<file path="src/rtl/lgts_pkg.sv">
// ----------------------------------------------------------------------------
// lgts_pkg
// shared constants, types and state codes of the toroidal life grid
// ----------------------------------------------------------------------------
package lgts_pkg;

  localparam int MAX_COLS      = 32;
  localparam int MAX_ROWS      = 32;
  localparam int COL_W         = $clog2(MAX_COLS);
  localparam int ROW_W         = $clog2(MAX_ROWS);
  localparam int NC_W          = $clog2(MAX_COLS + 1);
  localparam int NR_W          = $clog2(MAX_ROWS + 1);
  localparam int CFG_W         = 6;
  localparam int CFG_IDX_W     = 1;
  localparam int NBR_W         = 4;
  localparam int BIRTH_COUNT   = 3;
  localparam int SURVIVE_COUNT = 2;

  localparam logic [CFG_IDX_W-1:0] CFG_COLS = 1'b0;
  localparam logic [CFG_IDX_W-1:0] CFG_ROWS = 1'b1;

  localparam logic ACT_TOGGLE = 1'b0;
  localparam logic ACT_STEP   = 1'b1;

  typedef logic [MAX_COLS-1:0] row_t;

  typedef struct packed {
    logic [ROW_W-1:0] rd_addr;
    logic             we;
    logic [ROW_W-1:0] wr_addr;
    row_t             wr_data;
  } mem_req_t;

  typedef enum logic [6:0] {
    S_IDLE     = 7'b000_0001,
    S_TGL_WR   = 7'b000_0010,
    S_LD_TOP   = 7'b000_0100,
    S_LD_MID   = 7'b000_1000,
    S_CALC     = 7'b001_0000,
    S_EMIT_RD  = 7'b010_0000,
    S_EMIT_OUT = 7'b100_0000
  } state_t;

endpackage

</file>
<file path="src/rtl/lgts_in_if.sv">
// ----------------------------------------------------------------------------
// lgts_in_if
// request channel: toggle or step, with the cell position of a toggle
// ----------------------------------------------------------------------------
interface lgts_in_if import lgts_pkg::*; ();

  logic             valid;
  logic             ready;
  logic             action;
  logic [ROW_W-1:0] row;
  logic [COL_W-1:0] col;

  modport source (output valid, action, row, col, input ready);
  modport sink   (input valid, action, row, col, output ready);

endinterface

</file>
<file path="src/rtl/lgts_out_if.sv">
// ----------------------------------------------------------------------------
// lgts_out_if
// result channel: one grid row per transfer, with last-row and empty-grid flags
// ----------------------------------------------------------------------------
interface lgts_out_if import lgts_pkg::*; ();

  logic             valid;
  logic             ready;
  logic [ROW_W-1:0] row_index;
  row_t             row_bits;
  logic             last_row;
  logic             grid_empty;

  modport source (output valid, row_index, row_bits, last_row, grid_empty, input ready);
  modport sink   (input valid, row_index, row_bits, last_row, grid_empty, output ready);

endinterface

</file>
<file path="src/rtl/lgts_grid_mem.sv">
// ----------------------------------------------------------------------------
// lgts_grid_mem
// grid row store, one write and one registered read per cycle,
// per-row valid bits so unwritten rows read as dead
// ----------------------------------------------------------------------------
module lgts_grid_mem import lgts_pkg::*; (
  input  logic     clk,
  input  logic     rst_n,
  input  mem_req_t req,
  output row_t     rd_data
);

  row_t                mem_r [MAX_ROWS];
  logic [MAX_ROWS-1:0] vld_r;
  row_t                rd_q_r;
  logic                rd_vld_r;

  always_ff @(posedge clk) begin
    if (req.we) begin
      mem_r[req.wr_addr] <= req.wr_data;
    end
    rd_q_r <= mem_r[req.rd_addr];
  end

  always_ff @(posedge clk) begin
    if (!rst_n) begin
      vld_r    <= '0;
      rd_vld_r <= 1'b0;
    end else begin
      rd_vld_r <= vld_r[req.rd_addr];
      if (req.we) begin
        vld_r[req.wr_addr] <= 1'b1;
      end
    end
  end

  assign rd_data = rd_vld_r ? rd_q_r : '0;

endmodule

</file>
<file path="src/rtl/lgts_rule_unit.sv">
// ----------------------------------------------------------------------------
// lgts_rule_unit
// row-wide B3/S23 rule: next state of one row from its two wrapped
// neighbor rows, left/right wrap at the column count in use
// ----------------------------------------------------------------------------
module lgts_rule_unit import lgts_pkg::*; (
  input  row_t            top_row,
  input  row_t            mid_row,
  input  row_t            bot_row,
  input  logic [NC_W-1:0] ncols,
  output row_t            next_row
);

  function automatic row_t from_left(row_t x, logic [COL_W-1:0] lc);
    row_t y;
    y = {x[MAX_COLS-2:0], x[lc]};
    return y;
  endfunction

  function automatic row_t from_right(row_t x, logic [COL_W-1:0] lc);
    row_t y;
    y     = {1'b0, x[MAX_COLS-1:1]};
    y[lc] = x[0];
    return y;
  endfunction

  logic [COL_W-1:0] last_col;
  row_t             tl, tr, ml, mr, bl, br;
  logic [NBR_W-1:0] nbr [MAX_COLS];

  assign last_col = COL_W'(ncols - NC_W'(1));
  assign tl = from_left(top_row, last_col);
  assign tr = from_right(top_row, last_col);
  assign ml = from_left(mid_row, last_col);
  assign mr = from_right(mid_row, last_col);
  assign bl = from_left(bot_row, last_col);
  assign br = from_right(bot_row, last_col);

  always_comb begin
    for (int c = 0; c < MAX_COLS; c++) begin
      nbr[c] = NBR_W'(tl[c]) + NBR_W'(top_row[c]) + NBR_W'(tr[c])
             + NBR_W'(ml[c]) + NBR_W'(mr[c])
             + NBR_W'(bl[c]) + NBR_W'(bot_row[c]) + NBR_W'(br[c]);
      if (NC_W'(c) < ncols) begin
        next_row[c] = (nbr[c] == NBR_W'(BIRTH_COUNT))
                    | ((nbr[c] == NBR_W'(SURVIVE_COUNT)) & mid_row[c]);
      end else begin
        next_row[c] = mid_row[c];
      end
    end
  end

endmodule

</file>
<file path="src/rtl/life_grid_toroidal_step.sv">
// ----------------------------------------------------------------------------
// life_grid_toroidal_step
// toroidal B3/S23 life grid, up to 32 x 32 cells, row-serial update
//
// in_ch takes one request at a time: action 0 flips the cell at row/col,
// action 1 advances one generation. ready is high only while the block is
// idle. Every request then streams all rows in use on out_ch, row 0 first,
// with last_row on the final one; on a step that row also carries grid_empty.
// cfg_we/cfg_index/cfg_wdata set the column count (index 0) and row count
// (index 1), 0 acting as 1 and values above 32 as 32; write only when idle.
// A step loads the wrapped row above row 0 and row 0 itself, then runs the
// shared rule unit once per row: one cycle a row, bounded by the single
// memory port. Each row is emitted through S_EMIT_RD (memory read), then
// S_EMIT_OUT (output register). A toggle of a cell outside the area in use
// skips the write state S_TGL_WR and streams the grid unchanged.
// A stalled receiver holds the output register and pauses the stream.
// Reset clears the grid (all dead) at once through per-row valid bits and
// sets both counts to 32.
// ----------------------------------------------------------------------------
module life_grid_toroidal_step import lgts_pkg::*; (
  input  logic                 clk,
  input  logic                 rst_n,
  lgts_in_if.sink              in_ch,
  lgts_out_if.source           out_ch,
  input  logic                 cfg_we,
  input  logic [CFG_IDX_W-1:0] cfg_index,
  input  logic [CFG_W-1:0]     cfg_wdata
);

  state_t           state_r, state_nxt;
  logic [CFG_W-1:0] cols_r, rows_r;
  logic [NC_W-1:0]  nc_eff;
  logic [NR_W-1:0]  nr_eff;
  logic [ROW_W-1:0] nr_last;
  row_t             col_mask;

  logic [ROW_W-1:0] row_r, row_nxt;
  row_t             prev_r, prev_nxt;
  row_t             cur_r, cur_nxt;
  row_t             row0_r, row0_nxt;
  logic             alive_r, alive_nxt;
  logic             step_r, step_nxt;
  logic [ROW_W-1:0] tgl_row_r, tgl_row_nxt;
  logic [COL_W-1:0] tgl_col_r, tgl_col_nxt;

  logic             out_valid_r, out_valid_nxt;
  logic [ROW_W-1:0] out_row_r, out_row_nxt;
  row_t             out_bits_r, out_bits_nxt;
  logic             out_last_r, out_last_nxt;
  logic             out_dead_r, out_dead_nxt;

  mem_req_t         mem_req;
  row_t             rd_data;
  row_t             bot_row;
  row_t             next_row;
  row_t             emit_bits;
  logic             is_last;

  // configuration
  always_ff @(posedge clk) begin
    if (!rst_n) begin
      cols_r <= CFG_W'(MAX_COLS);
      rows_r <= CFG_W'(MAX_ROWS);
    end else if (cfg_we) begin
      unique case (cfg_index)
        CFG_COLS: cols_r <= cfg_wdata;
        CFG_ROWS: rows_r <= cfg_wdata;
        default:  ;
      endcase
    end
  end

  always_comb begin
    priority if (cols_r == '0) begin
      nc_eff = NC_W'(1);
    end else if (cols_r > CFG_W'(MAX_COLS)) begin
      nc_eff = NC_W'(MAX_COLS);
    end else begin
      nc_eff = NC_W'(cols_r);
    end
    priority if (rows_r == '0) begin
      nr_eff = NR_W'(1);
    end else if (rows_r > CFG_W'(MAX_ROWS)) begin
      nr_eff = NR_W'(MAX_ROWS);
    end else begin
      nr_eff = NR_W'(rows_r);
    end
    for (int c = 0; c < MAX_COLS; c++) begin
      col_mask[c] = NC_W'(c) < nc_eff;
    end
  end

  assign nr_last   = ROW_W'(nr_eff - NR_W'(1));
  assign is_last   = (row_r == nr_last);
  assign bot_row   = is_last ? row0_r : rd_data;
  assign emit_bits = rd_data & col_mask;

  lgts_grid_mem u_mem (
    .clk     (clk),
    .rst_n   (rst_n),
    .req     (mem_req),
    .rd_data (rd_data)
  );

  lgts_rule_unit u_rule (
    .top_row  (prev_r),
    .mid_row  (cur_r),
    .bot_row  (bot_row),
    .ncols    (nc_eff),
    .next_row (next_row)
  );

  // sequencer
  always_comb begin
    state_nxt     = state_r;
    row_nxt       = row_r;
    prev_nxt      = prev_r;
    cur_nxt       = cur_r;
    row0_nxt      = row0_r;
    alive_nxt     = alive_r;
    step_nxt      = step_r;
    tgl_row_nxt   = tgl_row_r;
    tgl_col_nxt   = tgl_col_r;
    out_valid_nxt = out_valid_r & ~out_ch.ready;
    out_row_nxt   = out_row_r;
    out_bits_nxt  = out_bits_r;
    out_last_nxt  = out_last_r;
    out_dead_nxt  = out_dead_r;
    mem_req       = '{rd_addr: row_r, we: 1'b0, wr_addr: row_r, wr_data: next_row};

    unique case (state_r)
      S_IDLE: begin
        if (in_ch.valid) begin
          step_nxt    = in_ch.action;
          tgl_row_nxt = in_ch.row;
          tgl_col_nxt = in_ch.col;
          if (in_ch.action == ACT_STEP) begin
            mem_req.rd_addr = nr_last;
            state_nxt       = S_LD_TOP;
          end else begin
            mem_req.rd_addr = in_ch.row;
            if ((NR_W'(in_ch.row) < nr_eff) && (NC_W'(in_ch.col) < nc_eff)) begin
              state_nxt = S_TGL_WR;
            end else begin
              row_nxt   = '0;
              alive_nxt = 1'b0;
              state_nxt = S_EMIT_RD;
            end
          end
        end
      end
      S_TGL_WR: begin
        mem_req.we      = 1'b1;
        mem_req.wr_addr = tgl_row_r;
        mem_req.wr_data = rd_data ^ (row_t'(1) << tgl_col_r);
        row_nxt         = '0;
        alive_nxt       = 1'b0;
        state_nxt       = S_EMIT_RD;
      end
      S_LD_TOP: begin
        prev_nxt        = rd_data;
        mem_req.rd_addr = '0;
        state_nxt       = S_LD_MID;
      end
      S_LD_MID: begin
        cur_nxt         = rd_data;
        row0_nxt        = rd_data;
        mem_req.rd_addr = ROW_W'(1);
        row_nxt         = '0;
        state_nxt       = S_CALC;
      end
      S_CALC: begin
        mem_req.rd_addr = ROW_W'(row_r + ROW_W'(2));
        mem_req.we      = 1'b1;
        mem_req.wr_addr = row_r;
        mem_req.wr_data = next_row;
        prev_nxt        = cur_r;
        cur_nxt         = bot_row;
        if (is_last) begin
          row_nxt   = '0;
          alive_nxt = 1'b0;
          state_nxt = S_EMIT_RD;
        end else begin
          row_nxt = ROW_W'(row_r + ROW_W'(1));
        end
      end
      S_EMIT_RD: begin
        mem_req.rd_addr = row_r;
        if (!out_valid_r || out_ch.ready) begin
          state_nxt = S_EMIT_OUT;
        end
      end
      S_EMIT_OUT: begin
        out_valid_nxt = 1'b1;
        out_row_nxt   = row_r;
        out_bits_nxt  = emit_bits;
        out_last_nxt  = is_last;
        out_dead_nxt  = is_last & step_r & ~(alive_r | (|emit_bits));
        alive_nxt     = alive_r | (|emit_bits);
        if (is_last) begin
          state_nxt = S_IDLE;
        end else begin
          row_nxt   = ROW_W'(row_r + ROW_W'(1));
          state_nxt = S_EMIT_RD;
        end
      end
      default: begin
        state_nxt = S_IDLE;
      end
    endcase
  end

  always_ff @(posedge clk) begin
    if (!rst_n) begin
      state_r     <= S_IDLE;
      out_valid_r <= 1'b0;
    end else begin
      state_r     <= state_nxt;
      out_valid_r <= out_valid_nxt;
    end
  end

  always_ff @(posedge clk) begin
    row_r      <= row_nxt;
    prev_r     <= prev_nxt;
    cur_r      <= cur_nxt;
    row0_r     <= row0_nxt;
    alive_r    <= alive_nxt;
    step_r     <= step_nxt;
    tgl_row_r  <= tgl_row_nxt;
    tgl_col_r  <= tgl_col_nxt;
    out_row_r  <= out_row_nxt;
    out_bits_r <= out_bits_nxt;
    out_last_r <= out_last_nxt;
    out_dead_r <= out_dead_nxt;
  end

  assign in_ch.ready       = (state_r == S_IDLE);
  assign out_ch.valid      = out_valid_r;
  assign out_ch.row_index  = out_row_r;
  assign out_ch.row_bits   = out_bits_r;
  assign out_ch.last_row   = out_last_r;
  assign out_ch.grid_empty = out_dead_r;

  // checks
  a_no_overwrite: assert property (@(posedge clk) disable iff (!rst_n)
    (state_r == S_EMIT_OUT) |-> !out_valid_r)
    else $error("output register loaded while a result is pending");

  a_dead_on_last: assert property (@(posedge clk) disable iff (!rst_n)
    (out_valid_r && out_dead_r) |-> out_last_r)
    else $error("grid_empty set on a row that is not the last");

  a_last_index: assert property (@(posedge clk) disable iff (!rst_n)
    out_valid_r |-> (out_last_r == (out_row_r == nr_last)))
    else $error("last_row does not match the final row index");

  a_calc_exit: assert property (@(posedge clk) disable iff (!rst_n)
    (state_r == S_CALC) |=> (state_r == S_CALC || state_r == S_EMIT_RD))
    else $error("row update left without streaming the grid");

  a_step_write: assert property (@(posedge clk) disable iff (!rst_n)
    (mem_req.we && state_r != S_TGL_WR) |-> (state_r == S_CALC && row_r <= nr_last))
    else $error("grid written outside the rows in use");

endmodule
</file>
<file path="src/flat_wrapper.sv">
// flat-port wrapper written by rule: the top's interface ports become plain ports
module life_grid_toroidal_step_flat import lgts_pkg::*;
  (clk, rst_n, cfg_we, cfg_index, cfg_wdata, in_ch_valid, in_ch_action, in_ch_row, in_ch_col, in_ch_ready, out_ch_valid, out_ch_row_index, out_ch_row_bits, out_ch_last_row, out_ch_grid_empty, out_ch_ready);
  lgts_in_if in_ch_i ();
  lgts_out_if out_ch_i ();
  input  logic clk;
  input  logic rst_n;
  input  logic cfg_we;
  input  logic [CFG_IDX_W-1:0] cfg_index;
  input  logic [CFG_W-1:0] cfg_wdata;
  input wire logic [$bits(in_ch_i.valid)-1:0] in_ch_valid;
  input wire logic [$bits(in_ch_i.action)-1:0] in_ch_action;
  input wire logic [$bits(in_ch_i.row)-1:0] in_ch_row;
  input wire logic [$bits(in_ch_i.col)-1:0] in_ch_col;
  output wire logic [$bits(in_ch_i.ready)-1:0] in_ch_ready;
  output wire logic [$bits(out_ch_i.valid)-1:0] out_ch_valid;
  output wire logic [$bits(out_ch_i.row_index)-1:0] out_ch_row_index;
  output wire logic [$bits(out_ch_i.row_bits)-1:0] out_ch_row_bits;
  output wire logic [$bits(out_ch_i.last_row)-1:0] out_ch_last_row;
  output wire logic [$bits(out_ch_i.grid_empty)-1:0] out_ch_grid_empty;
  input wire logic [$bits(out_ch_i.ready)-1:0] out_ch_ready;
  assign in_ch_i.valid = in_ch_valid;
  assign in_ch_i.action = in_ch_action;
  assign in_ch_i.row = in_ch_row;
  assign in_ch_i.col = in_ch_col;
  assign in_ch_ready = in_ch_i.ready;
  assign out_ch_valid = out_ch_i.valid;
  assign out_ch_row_index = out_ch_i.row_index;
  assign out_ch_row_bits = out_ch_i.row_bits;
  assign out_ch_last_row = out_ch_i.last_row;
  assign out_ch_grid_empty = out_ch_i.grid_empty;
  assign out_ch_i.ready = out_ch_ready;
  life_grid_toroidal_step u_core (.clk(clk), .rst_n(rst_n), .in_ch(in_ch_i), .out_ch(out_ch_i), .cfg_we(cfg_we), .cfg_index(cfg_index), .cfg_wdata(cfg_wdata));
endmodule
</file>
<file path="config.mk">
export PLATFORM = sky130hd
export DESIGN_NAME = life_grid_toroidal_step_flat
export DESIGN_NICKNAME = d
export VERILOG_FILES = /design/src/rtl/lgts_pkg.sv /design/src/rtl/lgts_in_if.sv /design/src/rtl/lgts_out_if.sv /design/src/rtl/lgts_grid_mem.sv /design/src/rtl/lgts_rule_unit.sv /design/src/rtl/life_grid_toroidal_step.sv /design/src/flat_wrapper.sv
export SDC_FILE = /design/constraint.sdc
export NUM_CORES = 2
export LEC_CHECK = 0
export BUFFER_PORTS_ARGS = -buffer_cell sky130_fd_sc_hd__buf_2
export CAP_MARGIN = 20
export CORE_UTILIZATION = 40
export CTS_CLUSTER_SIZE = 8
export DETAILED_ROUTE_END_ITERATION = 16
export PLACE_DENSITY = 0.56
export SLEW_MARGIN = 5
export SYNTH_ARGS = -nofsm -noshare
export SYNTH_HDL_FRONTEND = slang
export SYNTH_SLANG_ARGS = --single-unit
</file>
<file path="constraint.sdc">
create_clock -name clk -period 14.5 [get_ports clk]
set_input_delay 0.725 -clock clk [delete_from_list [all_inputs] [get_ports clk]]
set_output_delay 0.725 -clock clk [all_outputs]
set_load 0.05 [all_outputs]
</file>
==> impl_results.md <==
- Slew HR: 21.7%
- Post-synth EDFFs: 1176
- DR WL met2: 86300 µm
- Vias/cell: 5.78
- Htree depth: 4
- RePlAce Congestion: 0.920
- Syn Inst Count: 4736
- Worst-path cell chain: nor4_1 -> o21ba_2 -> inv_1 -> ha_1 -> or3b_1 -> a221o_1 -> nor3_1 -> nand2_1 -> nand2_1 -> o21ai_0 -> fa_1 -> inv_1 -> fa_1 -> inv_1 -> fa_1 -> ha_1 -> fa_1 -> o21ai_0 -> a21oi_1 -> o22ai_2 -> buf_8
- Period minus WS final: 7.70 ns
- Class of the worst hold path: input port to flip-flop
- Root Driver: clkbuf_16
- Beginning of the critical path: u_core.cols_r[3]$_SDFFE_PN0P_
- Reg2Reg Launch Point: u_core.cols_r[3]$_SDFFE_PN0P_
- Final nets: 5077
- Final count of hold timing violations: 0
- Design Power: 13.3 mW
- Total die area: 151000 µm²
- Fin crit share: 53.1%
- CP startpoint kind: flip-flop
- Yosys warnings: 0
- Cells on worst reg2reg path: 21
- Mapped Area: 59600 µm²
- R2r endpoint: u_core.u_mem.mem_r[27][6]$_DFFE_PP_
- R2R Setup Slk: 6.80 ns
- Row Count: 141
- CTS Buf Count: 176
- Synth top area cells: edfxtp_1, mux2i_1, nand2_1, fa_1, dfxtp_1
- CP max FO: 25
- Critical Path RT: 15.13 ns
- TNS Setup: 0 ns
- Static Leak: 25.7 nW
- Ports: 64
- Share of the synthesized area in the top cell type: 59.2%
- Final Util: 45.9%
- Syn_area_per_cell: 12.6 µm²
- FF+latch count, synth: 1261
- P&R area growth vs syn: 13.7%
- Crit path to: u_core.u_mem.mem_r[27][6]$_DFFE_PP_
- MaxCap Viol Count: 0
- PortBufs: 63
- Most frequent cells in the layout: edfxtp_1, nand2_1, mux2i_1
- First drt pass iteration count: 5
- TritonCTS clock tree: done
- RSZ-0062 raised after global routing: false
- Core ar.: 148000 µm²
- Fillers: 13.2k
- Max-slew violation count: 0
- Wire length per cell: 26.8 µm
- Post-CTS setup buffers: 0
- Post_cts resized: 0
- Type of the worst setup path: flip-flop to flip-flop
- Crit path DAT: 8.34 ns
- Setup Viol. Count Final: 0
- CP max stage delay: 0.94 ns
- Post-Layout Cell Count: 6862
- Clock latency on the worst-skew pair: 0.80 ns
- Hold_sp: in_ch_col[2]
- GRT Util Overall: 24.3%
- Max Used Layer: met4
- Post-synth net total: 4999
- Most common cell after layout, fill and taps aside: edfxtp_1
- Clock Skew: 0.0317 ns
- Met3 wire len: 14000 µm
- Final worst setup slack: 6.80 ns
- Die width: 388 µm
- Main synth FF type: edfxtp_1
- Vias: 39.6k
- Layout cells sized above 1: 10.2%
- Met1 WL: 78100 µm
- DPL Wire Length: 102000 µm
- Reg clk slew, reported paths: 0.06 ns
- CP endpoint kind: flip-flop
- Grt total ovfl: 0
- CTS Hold Bufs: 0
- Antenna violations before repair: 5
- DR iter-0 viols: 4395
- First-pass GRT wire length: 268000 µm
- Post-synth ARST share: 0%
- Seq/Total Area, Yosys: 62.1%
- Pre-CTS setup slack: 6.58 ns
- Placed instance area: 62600 µm²
- Starting Density: 40.3%
- Outcome: finished, final reports clean
- # clock sinks: 1261
- Fin area: 67800 µm²
- Synth cell types: 81
- Max clock buf depth: 3
- Hold WS: 0.160 ns
- Worst-margin pin slew: 1.17 ns
- Post-Route WL: 184000 µm
- Largest net degree at the start of global routing: 136
- VDD IR-drop max: 0.144 mV
- Post-synth top area cell: edfxtp_1
- Slowest CP cell: nor3_1
- Max Freq: 130 MHz
- PwrDens: 196 nW/µm²
- Vias in the first global route: 38.8k
- Number of remaining DRC errors: 0
- ANT nets after route: 0
- Die H: 388 µm
- Post-Place Cells: 6554
- Most frequent CP cell: fa_1
## cell type report
| class | instances | area (µm²) | share of cell area [%] |
|---|---|---|---|
| Tap cell | 1930 | 2410 | 3.56 |
| Clock inverter | 11 | 165 | 0.243 |
| Multi-Input combinational cell | 2945 | 21100 | 31.1 |
| Timing Repair Buffer | 184 | 1380 | 2.03 |
| Sequential cell | 1261 | 37000 | 54.6 |
| Antenna cell | 1 | 2.50 | 0.00369 |
| Clock buffer | 284 | 4870 | 7.18 |
| Inverter | 246 | 923 | 1.36 |
## flip-flops by register name, summed over array words and instances, names as in the netlist, 6 cells and up
register	cells
u_core.u_mem.mem_r	1024
u_core.u_mem.vld_r	32
u_core.cur_r	32
u_core.cols_r	6
u_core.out_ch.row_bits	32
u_core.state_r	7
u_core.u_mem.rd_q_r	32
u_core.rows_r	6
u_core.row0_r	32
u_core.prev_r	32
## synthesized netlist by cell type (5+ instances only)
cell type	count
nand2_1	785
inv_1	246
a31oi_1	137
a211o_1	34
nor2b_1	32
mux4_2	21
o21ai_0	168
nand3_1	137
buf_4	20
nor3b_1	8
a21oi_1	211
ha_1	112
a211oi_1	8
edfxtp_1	1176
nand4_1	165
or4_1	6
a21boi_0	11
nor2_1	181
and2_1	10
buf_2	95
o211ai_1	6
dfxtp_1	85
nand2b_1	18
nor4_1	8
buf_1	24
xor2_1	6
or2_2	5
a22o_1	32
xnor2_1	33
o31ai_1	11
a211oi_2	5
clkbuf_1	143
mux2i_1	427
and3_1	85
fa_1	128
o22ai_1	15
o21a_1	37
nor3_1	21
or3_1	10
## worst max-delay path: cells and delay by family (launching register included)
kind                       cells  cell delay, ns
and+or+nand+nor                5            2.06
DFF                            1            0.82
AOI/OAI and AO/OA              6            1.68
adders and majority gates      6            2.55
buffers and inverters          4            0.41
## layer usage
layer | up-vias | track usage, %
li1 | 17539 | -
met1 | 20026 | 33.5
met2 | 1746 | 39.1
met3 | 338 | 3.67
met4 | 0 | 8.16
met5 | - | 0
## worst min path at each step
stage	to	slack, ns	cells past startpoint
floorplan	u_core.out_ch.row_index[4]$_DFFE_PP_	0.42	0
detailed placement	u_core.u_mem.vld_r[9]$_SDFFE_PN0N_	0.45	1
global route	u_core.tgl_col_r[2]$_DFFE_PP_	0.14	1
global placement	u_core.u_mem.vld_r[23]$_SDFFE_PN0N_	0.45	1
CTS	u_core.tgl_col_r[2]$_DFFE_PP_	0.11	1
finish	u_core.tgl_col_r[2]$_DFFE_PP_	0.16	1
## power by group
group	internal, mW	switching (mW)	total (mW)
clock	2.27	1.53	3.80
combinational	1.41	3.07	4.47
sequential	4.92	0.103	5.02
total	8.60	4.70	13.3
## logic make-up after synthesis
kind of cell               synth area share (%)
muxes                                      8.08
DFF                                        62.1
buffers and inverters                      3.69
AOI/OAI and AO/OA                          7.44
adders and majority gates                  6.65
and+or+nand+nor                            11.5
xor gates and xnor gates                  0.610
Note: power is estimated with default switching activity, not from simulation.
